--- src/design/b2da_pkg.sv ---
// Package for the binary to decimal ASCII converter.
// Holds constants, the controller state type and the control/status structs.
// No dependencies.
`default_nettype none

package b2da_pkg;

   localparam int MAX_DIGITS  = 10;
   localparam int WORD_DIGITS = 10;
   localparam int BUF_IDX_W   = $clog2(WORD_DIGITS);
   localparam int KEEP_MAX    = MAX_DIGITS - 1;

   localparam logic [5:0]  ASCII_ZERO  = 6'd48;
   localparam logic [31:0] RECIP_TEN   = 32'hCCCC_CCCD;
   localparam int          RECIP_SHIFT = 35;

   typedef enum logic [1:0] {
      ST_IDLE,
      ST_CONVERT,
      ST_EMIT
   } state_type;

   typedef struct packed {
      logic load;
      logic div_step;
      logic emit_step;
   } cmd_type;

   typedef struct packed {
      logic div_done;
      logic emit_last;
   } status_type;

endpackage

`default_nettype wire

--- src/design/b2da_ctrl.sv ---
// Controller state machine: load, convert (one digit per cycle), emit.
// Depends on b2da_pkg.
`default_nettype none

module b2da_ctrl
   import b2da_pkg::*;
(
   input  wire logic       clock,
   input  wire logic       reset,
   input  wire logic       start,
   input  wire status_type status,
   output      cmd_type    cmd,
   output      logic       busy,
   output      logic       rsp_strobe
);

   state_type state_ff, state_in;

   always_comb begin
      state_in = state_ff;
      case (state_ff)
         ST_IDLE: begin
            if (start) begin
               state_in = ST_CONVERT;
            end
         end
         ST_CONVERT: begin
            if (status.div_done) begin
               state_in = ST_EMIT;
            end
         end
         ST_EMIT: begin
            if (status.emit_last) begin
               state_in = ST_IDLE;
            end
         end
         default: state_in = ST_IDLE;
      endcase
   end

   always_comb begin
      cmd        = '0;
      busy       = 1'b1;
      rsp_strobe = 1'b0;
      case (state_ff)
         ST_IDLE: begin
            busy     = 1'b0;
            cmd.load = start;
         end
         ST_CONVERT: begin
            cmd.div_step = 1'b1;
         end
         ST_EMIT: begin
            cmd.emit_step = 1'b1;
            rsp_strobe    = 1'b1;
         end
         default: busy = 1'b1;
      endcase
   end

   always_ff @(posedge clock) begin
      if (reset) begin
         state_ff <= ST_IDLE;
      end else begin
         state_ff <= state_in;
      end
   end

endmodule

`default_nettype wire
--- config.mk ---
export PLATFORM = sky130hd
export DESIGN_NAME = b2da_ctrl
export DESIGN_NICKNAME = d
export VERILOG_FILES = /design/src/design/b2da_pkg.sv /design/src/design/b2da_ctrl.sv
export SDC_FILE = /design/constraint.sdc
export NUM_CORES = 1
export LEC_CHECK = 0
export ABC_CLOCK_PERIOD_IN_PS = 1300
export BUFFER_PORTS_ARGS = -buffer_cell sky130_fd_sc_hd__buf_2
export CELL_PAD_IN_SITES_DETAIL_PLACEMENT = 1
export CELL_PAD_IN_SITES_GLOBAL_PLACEMENT = 1
export CORE_AREA = 2 2 39 41
export DETAILED_ROUTE_END_ITERATION = 16
export DIE_AREA = 0 0 41 43
export PLACE_DENSITY_LB_ADDON = 0.1
export SETUP_SLACK_MARGIN = 0.5
export SYNTH_ARGS = -nofsm -noshare
export SYNTH_HDL_FRONTEND = slang
export SYNTH_SLANG_ARGS = --single-unit
--- constraint.sdc ---
create_clock -name clock -period 1.3 [get_ports clock]
set_input_delay 0.26 -clock clock [delete_from_list [all_inputs] [get_ports clock]]
set_output_delay 0.26 -clock clock [all_outputs]
set_load 0.02 [all_outputs]
==> key figures <==
Synthesis
  • Avg Inst Size Synth: around 8.5 um2
  • Mapped Area: about 120 um2
  • Sequential share of the synthesized area: 0.337
  • Synth warn: 0
  • Yosys cell types: 11
  • Mapped Nets: 19
  • Synthesized flop and latch total: 2
  • Synth Instances: 14

Cells and area
  • Largest registers: state_ff (2)
  • Syn-to-layout area delta: 141%
  • Biggest register: state_ff
  • Non-Filler Instances: 43
  • Largest register FFs: 2
  • ANT cells: 0
  • Layout cells sized above 1: 0.815
  • Final design utilization: 0.207
  • Fin nets: 34
  • Commonest non-fill, non-tap cells in the layout: 6 x buf_6, 5 x buf_2, 3 x clkbuf_4
  • Commonest non-fill, non-tap cell in the layout: buf_6
  • Design area: approximately 290 um2

Worst setup path
  • Worst R2R Path Depth: 3
  • Reg2Reg Capture Point: state_ff[0]
  • WP data required: 1.04 ns
  • Worst Setup End Kind: output port
  • Worst r2r src: state_ff[0]
  • Worst setup path class: register to output port
  • Worst Setup SP: state_ff[1]
  • Worst Path Max Fanout: 5
  • R2r setup slk: around 0.34 ns
  • Crit path DAT: 1.00 ns
  • Startpoint types: register

Place
  • Pre-CTS setup slack: 0.224 ns
  • Routability congestion estimate: between 0.5 and 0.6
  • Count of input and output buffers: 9
  • Area of placed instances: 189 um2
  • # placed instances: 37

Clock tree
  • Clock Pin Slew Worst Setup and Hold Paths: 0.03 ns
  • Worst skew pair latency: approximately 0.22 ns
  • Num CTS Buffers: 3
  • CTS sink cnt: 2
  • CTS Root Cell: clkbuf_4
  • H-tree levels: 1
  • Max clock buf depth: 2
  • CTS tree: done

Timing
  • Relative slew margins: 0.843
  • Max-slew violations: 0
  • Hold Fails Final Rpt: 0
  • Final period util: 0.971
  • Setup violators final: 0
  • FMAX: 792 MHz
  • Hold WS: around 0.25 ns
  • Worst slew pin tran: around 0.24 ns
  • Final Worst Setup Slack: approximately 0.037 ns
  • RSZ-0062 raised after global routing: yes
  • Clk_skew: a little under 0.004 ns
  • Fin crit period: about 1.3 ns

Route
  • DRT iter0 DRCs: 2
  • Antenna viol nets, final: 0
  • Metal3 WL: ~18 um
  • Drt first pass iters: 2
  • Detail Route met2 WL: about 200 um
  • Vias per inst: around 3.3
  • Max layer used: met3
  • DRT Wirelength: ~380 um
  • WL/cell: 8.91 um
  • M1 wire length: approximately 160 um
  • Post-route DRC violation count: 0
  • Via count: 142

Worst hold path
  • Hold Crit Class: input port to register
  • Hold-critical path depth: 2
  • Hold Path Origin: reset
  • Hold endpoint: state_ff[1]

Power
  • Pwr/cell area: ~1100 mW/mm2
  • Worst VDD drop: roughly 400 uV
  • Pleak: around 0.00012 uW

Die
  • Core Footprint: 0.00138 mm2
  • DIE WIDTH: a little over 40 um
  • DIE AREA: between 0.0015 and 0.002 mm2
  • Row count: 14
  • Die height: 43 um
  • Initial Utilization: 0.0859
  • Num ports: 10

Global routing
  • First-pass GRT wire length: approximately 630 um
  • Pin count of the biggest net entering global routing: 7
  • Grt total ovfl: 0
  • Vias in the first global route: between 150 and 200
  • Initial antenna violation count: 0
  • Global Route Usage Sum: 0.0601

Outcome
  • Status: finished clean

Run
  • MaxCap Viol Count: 0
-- cell usage after synthesis --
master     number  area [um2]
a21oi_1         1        5.00
nor2_1          2        7.51
a2111oi_1       1        10.0
buf_4           2        15.0
nand3b_1        1        7.51
and2b_2         1        8.76
nor2b_1         1        6.26
or2_1           1        6.26
inv_1           1        3.75
or3b_1          1        8.76
dfxtp_1         2        40.0
-- metal layers --
metal,GRT usage,vias up
met3,0.0471,0
met1,0.0510,65
li1,-,72
met2,0.0813,5
met5,0,-
met4,0.0600,0
-- stage by stage --
step                      power (uW)  setup TNS (ns)
after floorplan                  122               0
after global placement           135               0
after detailed placement         136               0
after CTS                        310               0
after global routing             326         -0.0159
final                            304               0
-- final cells by class --
| cell class | instances | area [um2] |
|---|---|---|
| Clock buffer | 3 | 22.5 |
| Fill cell | 162 | 1100 |
| Inverter | 1 | 3.75 |
| Multi-Input combinational cell | 9 | 95.1 |
| Sequential cell | 2 | 45.0 |
| Tap cell | 16 | 20.0 |
| Timing Repair Buffer | 12 | 100 |
-- worst max-delay path by stage --
stage / to / slack (ns) / cells past startpoint
after floorplan: cmd[2] / 0.29 / 2
after CTS: cmd[2] / 0.02 / 3
after global placement: cmd[2] / 0.23 / 3
final: cmd[2] / 0.04 / 3
after global routing: cmd[2] / -0.02 / 3
after detailed placement: cmd[2] / 0.22 / 3
-- critical path, stage by stage, from the launching register on --
cell	delay [ns]
dfxtp_2	0.33
or2_4	0.26
nor2_4	0.08
buf_6	0.11
-- report_power, final --
part | internal (uW) | leakage [uW] | switching (uW)
clock | 102 | 0.0000138 | 34.0
sequential | 66.7 | 0.0000175 | 6.12
combinational | 52.6 | 0.0000932 | 43.0
total | 221 | 0.000125 | 83.1
-- cells by family (layout without fill, tap and decap cells) --
kind of cell    after synthesis  count (layout)  synth area share
simple gates                  7               7             0.379
buf+inv                       3              16             0.158
compound gates                2               2             0.126
flops                         2               2             0.337
-- repair_timing --
action	in CTS	in global routing
gates resized for setup	12	1
pin swaps	2	0
setup endpoints to repair	7	7
hold buffers	0	0
setup buffers	2	1
Note: power is estimated with default switching activity, not from simulation.
